[src/rtl/csb_pkg.sv]
`timescale 1ns / 1ps
// Package for the clipped character sprite blitter.
// Holds geometry constants, opcodes, register indexes and the control structs.
package csb_pkg;

  localparam int SCREEN_W     = 256;
  localparam int SCREEN_H     = 32;
  localparam int NUM_SPRITES  = 16;
  localparam int SPRITE_MAX_W = 16;
  localparam int SPRITE_MAX_H = 16;

  localparam int SCR_XW    = $clog2(SCREEN_W);
  localparam int SCR_YW    = $clog2(SCREEN_H);
  localparam int SCR_AW    = SCR_XW + SCR_YW;
  localparam int SCR_CELLS = SCREEN_W * SCREEN_H;
  localparam int SPR_IW    = $clog2(NUM_SPRITES);
  localparam int SPR_CW    = $clog2(SPRITE_MAX_W);
  localparam int SPR_RW    = $clog2(SPRITE_MAX_H);
  localparam int PAT_AW    = SPR_IW + SPR_RW + SPR_CW;
  localparam int PAT_CELLS = NUM_SPRITES * SPRITE_MAX_H * SPRITE_MAX_W;

  localparam logic [7:0] SPACE_GLYPH = 8'h20;

  localparam logic [2:0] OP_LOAD  = 3'd0;
  localparam logic [2:0] OP_SIZE  = 3'd1;
  localparam logic [2:0] OP_DRAW  = 3'd2;
  localparam logic [2:0] OP_READ  = 3'd3;
  localparam logic [2:0] OP_CLEAR = 3'd4;

  localparam int CFG_IDX_W = 1;
  localparam int CFG_DW    = 16;
  localparam logic [CFG_IDX_W-1:0] CFG_CAM_X = 1'd0;
  localparam logic [CFG_IDX_W-1:0] CFG_CAM_Y = 1'd1;

  typedef struct packed {
    logic capture;
    logic pat_write;
    logic size_write;
    logic scr_read;
    logic walk_step;
    logic clr_step;
    logic out_load;
  } csb_cmd_t;

  typedef struct packed {
    logic [2:0] opcode;
    logic       draw_skip;
    logic       walk_last;
    logic       clr_last;
  } csb_sts_t;

endpackage

[src/rtl/csb_ctrl.sv]
`timescale 1ns / 1ps
// Controller state machine of the sprite blitter.
// Depends on csb_pkg for the opcodes and the command and status structs.
module csb_ctrl
  import csb_pkg::*;
(
  input  logic     clk,
  input  logic     rst,
  input  logic     req_valid,
  output logic     req_ready,
  output logic     rsp_valid,
  input  logic     rsp_ready,
  input  csb_sts_t sts,
  output csb_cmd_t cmd
);

  typedef enum logic [6:0] {
    S_INIT     = 7'b0000001,
    S_IDLE     = 7'b0000010,
    S_DISPATCH = 7'b0000100,
    S_DRAW     = 7'b0001000,
    S_DRAIN    = 7'b0010000,
    S_CLEAR    = 7'b0100000,
    S_FINISH   = 7'b1000000
  } state_t;

  state_t state, state_next;
  logic   rsp_valid_next;
  logic   slot_free;

  assign slot_free = !rsp_valid || rsp_ready;
  assign req_ready = (state == S_IDLE);

  always_comb begin
    state_next = state;
    cmd        = '0;
    unique case (state)
      S_INIT: begin
        cmd.clr_step = 1'b1;
        if (sts.clr_last) begin
          state_next = S_IDLE;
        end
      end
      S_IDLE: begin
        if (req_valid) begin
          cmd.capture = 1'b1;
          state_next  = S_DISPATCH;
        end
      end
      S_DISPATCH: begin
        unique case (sts.opcode)
          OP_LOAD: begin
            cmd.pat_write = 1'b1;
            state_next    = S_FINISH;
          end
          OP_SIZE: begin
            cmd.size_write = 1'b1;
            state_next     = S_FINISH;
          end
          OP_DRAW: begin
            state_next = sts.draw_skip ? S_FINISH : S_DRAW;
          end
          OP_READ: begin
            cmd.scr_read = 1'b1;
            state_next   = S_FINISH;
          end
          OP_CLEAR: begin
            state_next = S_CLEAR;
          end
          default: begin
            state_next = S_FINISH;
          end
        endcase
      end
      S_DRAW: begin
        cmd.walk_step = 1'b1;
        if (sts.walk_last) begin
          state_next = S_DRAIN;
        end
      end
      S_DRAIN: begin
        state_next = S_FINISH;
      end
      S_CLEAR: begin
        cmd.clr_step = 1'b1;
        if (sts.clr_last) begin
          state_next = S_FINISH;
        end
      end
      S_FINISH: begin
        if (slot_free) begin
          cmd.out_load = 1'b1;
          state_next   = S_IDLE;
        end
      end
      default: begin
        state_next = S_IDLE;
      end
    endcase
  end

  always_comb begin
    rsp_valid_next = rsp_valid;
    if (cmd.out_load) begin
      rsp_valid_next = 1'b1;
    end else if (rsp_ready) begin
      rsp_valid_next = 1'b0;
    end
  end

  always_ff @(posedge clk) begin
    if (rst) begin
      state     <= S_INIT;
      rsp_valid <= 1'b0;
    end else begin
      state     <= state_next;
      rsp_valid <= rsp_valid_next;
    end
  end

  a_no_overwrite: assert property (@(posedge clk) disable iff (rst)
    cmd.out_load |-> (!rsp_valid || rsp_ready))
    else $error("result register overwritten while full");

  a_accept_dispatch: assert property (@(posedge clk) disable iff (rst)
    (req_valid && req_ready) |=> (state == S_DISPATCH))
    else $error("accepted transaction not dispatched");

  a_draw_drain: assert property (@(posedge clk) disable iff (rst)
    (state == S_DRAW && sts.walk_last) |=> (state == S_DRAIN))
    else $error("draw walk did not drain after its last cell");

  a_clear_end: assert property (@(posedge clk) disable iff (rst)
    (state == S_CLEAR && sts.clr_last) |=> (state == S_FINISH))
    else $error("clear sweep did not finish after its last cell");

  a_onehot: assert property (@(posedge clk) disable iff (rst) $onehot(state))
    else $error("state register is not one-hot");

endmodule

[config.mk]
export PLATFORM = sky130hd
export DESIGN_NAME = csb_ctrl
export DESIGN_NICKNAME = d
export VERILOG_FILES = /design/src/rtl/csb_pkg.sv /design/src/rtl/csb_ctrl.sv
export SDC_FILE = /design/constraint.sdc
export NUM_CORES = 1
export LEC_CHECK = 0
export ABC_AREA = 1
export BUFFER_PORTS_ARGS = -buffer_cell sky130_fd_sc_hd__buf_2
export CAP_MARGIN = 30
export CORE_AREA = 8 8 45 47
export CTS_BUF_LIST = sky130_fd_sc_hd__clkbuf_8
export DETAILED_ROUTE_END_ITERATION = 10
export DIE_AREA = 0 0 53 55
export PLACE_DENSITY = 0.76
export SLEW_MARGIN = 20
export SYNTH_ARGS = -nofsm -noshare
export SYNTH_HDL_FRONTEND = slang
export SYNTH_SLANG_ARGS = --single-unit
export TNS_END_PERCENT = 30
[constraint.sdc]
create_clock -name clk -period 1 [get_ports clk]
set_input_delay 0.2 -clock clk [delete_from_list [all_inputs] [get_ports clk]]
set_output_delay 0.2 -clock clk [all_outputs]
set_load 0.01 [all_outputs]
Yosys cells after proc, flatten, opt, wreduce, memory -nomap -nowiden
Cells that the tools add are included.
Widths: inputs -> output; s select.
{"block": "word_totals", "ff_bits": 8, "out_inout_bits": 9, "word_cells": 44}
{"block": "op_classes", "eq_ne": 16, "n_mux": 20, "reduce_logical": 6}
{"operator": "$pmux 7 s7", "count": 1}
{"operator": "$mux 7", "count": 6}
{"operator": "$pmux 7 s2", "count": 1}
{"operator": "$mux 1", "count": 11}
{"operator": "$ne 2x2->1 const B", "count": 5}
{"operator": "$eq 7x1->1 const B", "count": 1}
{"operator": "$eq 7x2->1 const B", "count": 1}
{"operator": "$eq 7x3->1 const B", "count": 1}
{"operator": "$eq 7x4->1 const B", "count": 1}
{"operator": "$eq 7x5->1 const B", "count": 1}
{"operator": "$eq 7x6->1 const B", "count": 1}
{"operator": "$eq 7x7->1 const B", "count": 1}
{"operator": "$eq 3x2->1 const B", "count": 2}
{"operator": "$reduce_and 5->1", "count": 1}
{"operator": "$eq 3x1->1 const B", "count": 1}
{"operator": "$eq 3x3->1 const B", "count": 1}
{"operator": "$logic_not 3->1", "count": 1}
{"operator": "$mux 3", "count": 1}
{"operator": "$reduce_bool 2->1", "count": 1}
{"operator": "$reduce_or 2->1", "count": 1}
{"operator": "$logic_not 1->1", "count": 1}
{"operator": "$logic_or 1x1->1", "count": 1}

Longest topological paths before layout
{"block": "depth", "word_depth": 5, "ltp_mapped": 9, "ltp_nobuf": 9}

Least setup slack after synthesis
Ideal clock, no wire load.
{"block": "synth_path", "kind": "register to output", "start": "register state[4]", "end": "output cmd[3] in the netlist's numbering", "arrival_time_ns": 1.036, "required_time_ns": 0.800, "path_slack_ns": -0.236, "stages_incl_launch_ff": 6, "path_buffers": 0, "path_cell_list": "dfxtp_1 inv_1 nand2_2 nor2_4 nand2_2 nor4_1"}
{"element": "start, declared", "line_no": "csb_ctrl.sv:27", "source": "state_t state, state_next;"}
{"element": "start signal, assigned", "line_no": "csb_ctrl.sv:116", "source": "state <= state_next;"}
{"element": "end, declared", "line_no": "csb_ctrl.sv:14", "source": "output csb_cmd_t cmd"}

==> impl_metrics.yaml <==
run_status:
  status: "finished with violations"
  violations: "negative setup slack"
route:
  drt_iter0_markers: 37
  wl_per_cell_um: 12.0
  drc_errors: 0
  drt-total-wl_um: 1850
  avgViaCountPerCell: 4.89
  ant_nets: 0
  drt_pass1_iterations: 4
  vias: 753
critical_path:
  rr_endpoint: "state[6]"
  crit_type: "reg2out"
  r2r-start: "state[4]"
  crit_required_ns: 0.80
  rr_worst_depth: 10
  cp_max_fo: 5
  cp-end-kind: "output port"
  r2r_slack_ns: -0.32
  critPathLaunchType: "flip-flop"
  cp.arrival_ns: 1.27
synthesis:
  post_synth.cell_area_avg_um2: 5.83
  syn_area_um2: 577
  synth_seq_cells: 8
  synth.yosys.seq_area_share: 0.278
  synth_cell_type_count: 17
  syn-instance-count: 99
  yosys_warnings: 0
  synth_nets: 109
clock_network:
  clockRootBuffer: "clkbuf_8"
  htreeDepth: 1
  cts_tree: "done"
  cts_hold_buf: 0
  cts_buffers: 3
  clkTransAtPathRegs_ns: 0.04
  clock-sinks: 8
  cts_buffer_depth: 2
  clk_latency_ns: 0.23
sta:
  finClkSkew_ns: 0.00358
  period_share: 1.47
  worst_pin_slew_ns: 0.297
  clock.fmax_mhz: 682
  final_hold_viol_count: 0
  slew_viol_final: 0
  relSlewSlack: 0.801
  rsz0062_at_grt: "yes"
  timing.final.ws_setup_ns: -0.467
  setup_viol: 16
  period_minus_slack_ns: 1.47
global_route:
  antenna_found_initial: 0
  grt_max_degree: 6
  grt_overflow: 0
  track_usage: 0.133
  grt_pass1_wl_um: 2920
  grt_pass1_vias: 727
flow_run:
  maxCapViolCount: 0
pwr:
  p_sw_uw: 394
  p_int_uw: 791
  ir_drop_mv: 0.753
  swShare: 0.332
  power.share.combinational: 0.358
  power.density_nw_per_um2: 1210
  power_frac_clock: 0.334
  seqPwrFrac: 0.307
  p_leak_uw: 0.000533
worst_hold_path:
  worstHoldPathCells: 2
  min_delay_worst_endpoint: "state[5]"
  holdCritPathClass: "in2reg"
  holdCritStartpoint: "rst"
floorplan:
  die_h_um: 55
  fp.dieArea_um2: 2920
  coreArea_um2: 1380
  rows: 14
  io_pins: 19
  die_x_um: 53
  start_util: 0.417
layout:
  layout_commonest_cell: "nor2_1"
  post-route-util: 0.705
  n_antenna_cell: 0
  drive_above_1_share: 0.478
  area_growth_pct: 69.2
  final_cell_mix: "nor2_1 (20), nand2_1 (18), buf_2 (17), buf_4 (17), inv_1 (12)"
  layout.nets: 150
  stdcell_area_um2: 976
placement:
  hpwl_um: 1320
  portBuffers: 18
  dpl_cell_area_um2: 835
  gp_congestion: 0.829
[layout make-up]
type,count,area (um^2)
Clock buffer,3,41.3
Fill cell,104,408
Inverter,19,71.3
Multi-Input combinational cell,71,425
Sequential cell,8,163
Tap cell,16,20.0
Timing Repair Buffer,37,255
[routing by layer]
metal,track usage,routed length (um),vias up,share of wire
li1,-,-,386,-
met1,0.120,670,327,0.36
met4,0.0991,70,0,0.038
met5,0,0,-,0
met3,0.0348,117,10,0.063
met2,0.252,992,30,0.54
[sequential cells by signal, summed over array words and instances (netlist names)]
name,count
state,7
rsp_valid,1
[cells by family (layout without fill, tap and decap cells)]
family | Yosys count | in the layout | share of synthesized area
flops | 8 | 8 | 0.278
buf+inv | 20 | 59 | 0.137
simple gates | 69 | 69 | 0.568
compound gates | 2 | 2 | 0.0174
[worst max-delay path, stage by stage, from the launching register on]
cell,delay (ns)
dfxtp_1,0.30
inv_1,0.08
nand2_4,0.06
nor2_4,0.17
nand2_4,0.11
nor4_4,0.13
buf_2,0.17
[cell usage after synthesis]
| library cell | number | area share |
|---|---|---|
| nand3b_1 | 1 | 0.013 |
| nand4_1 | 2 | 0.022 |
| dfxtp_1 | 8 | 0.28 |
| inv_1 | 17 | 0.11 |
| nor2_4 | 2 | 0.039 |
| nor3_1 | 1 | 0.0087 |
| buf_4 | 1 | 0.013 |
| nand2_1 | 20 | 0.13 |
| nand3_2 | 1 | 0.017 |
| a21oi_1 | 2 | 0.017 |
| inv_2 | 2 | 0.013 |
| nand3_1 | 10 | 0.087 |
| nor2_2 | 1 | 0.011 |
| nand2_4 | 1 | 0.020 |
| nor4_1 | 3 | 0.033 |
| nand2_2 | 3 | 0.033 |
| nor2_1 | 24 | 0.16 |
[power by group through the flow]
stage	sequential, uW	clock (uW)	combinational (uW)
2_1_floorplan	364	0	209
3_3_place_gp	364	0	332
3_5_place_dp	365	0	339
4_1_cts	362	398	380
5_1_grt	367	423	463
6_report	364	396	425
[repair_timing]
item                       in CTS  in global routing
setup buffers                   5                  2
pin swaps                       5                  7
setup endpoints to repair      16                 16
gates resized for setup        10                  8
[how the worst max path moves through the flow]
stage / startpoint / slack (ns) / to
finish: state[4] / -0.47 / cmd[5]
global route: state[5] / -0.53 / cmd[5]
CTS: state[5] / -0.49 / cmd[5]
detailed placement: state[5] / -0.28 / cmd[5]
global placement: state[5] / -0.22 / cmd[5]
floorplan: state[4] / -0.11 / state[6]
[per-stage QoR]
step / setup TNS (ns) / hold WS [ns] / power, uW / cells / worst slack, ns
floorplan: -0.810 / 0.269 / 573 / 99 / -0.108
global placement: -2.13 / 0.430 / 696 / 144 / -0.218
detailed placement: -2.82 / 0.430 / 704 / 144 / -0.282
CTS: -5.18 / 0.183 / 1140 / 152 / -0.486
global route: -6.25 / 0.197 / 1250 / 154 / -0.532
finish: -5.03 / 0.181 / 1190 / 154 / -0.467
No activity file was read; power rests on OpenSTA's default activity.
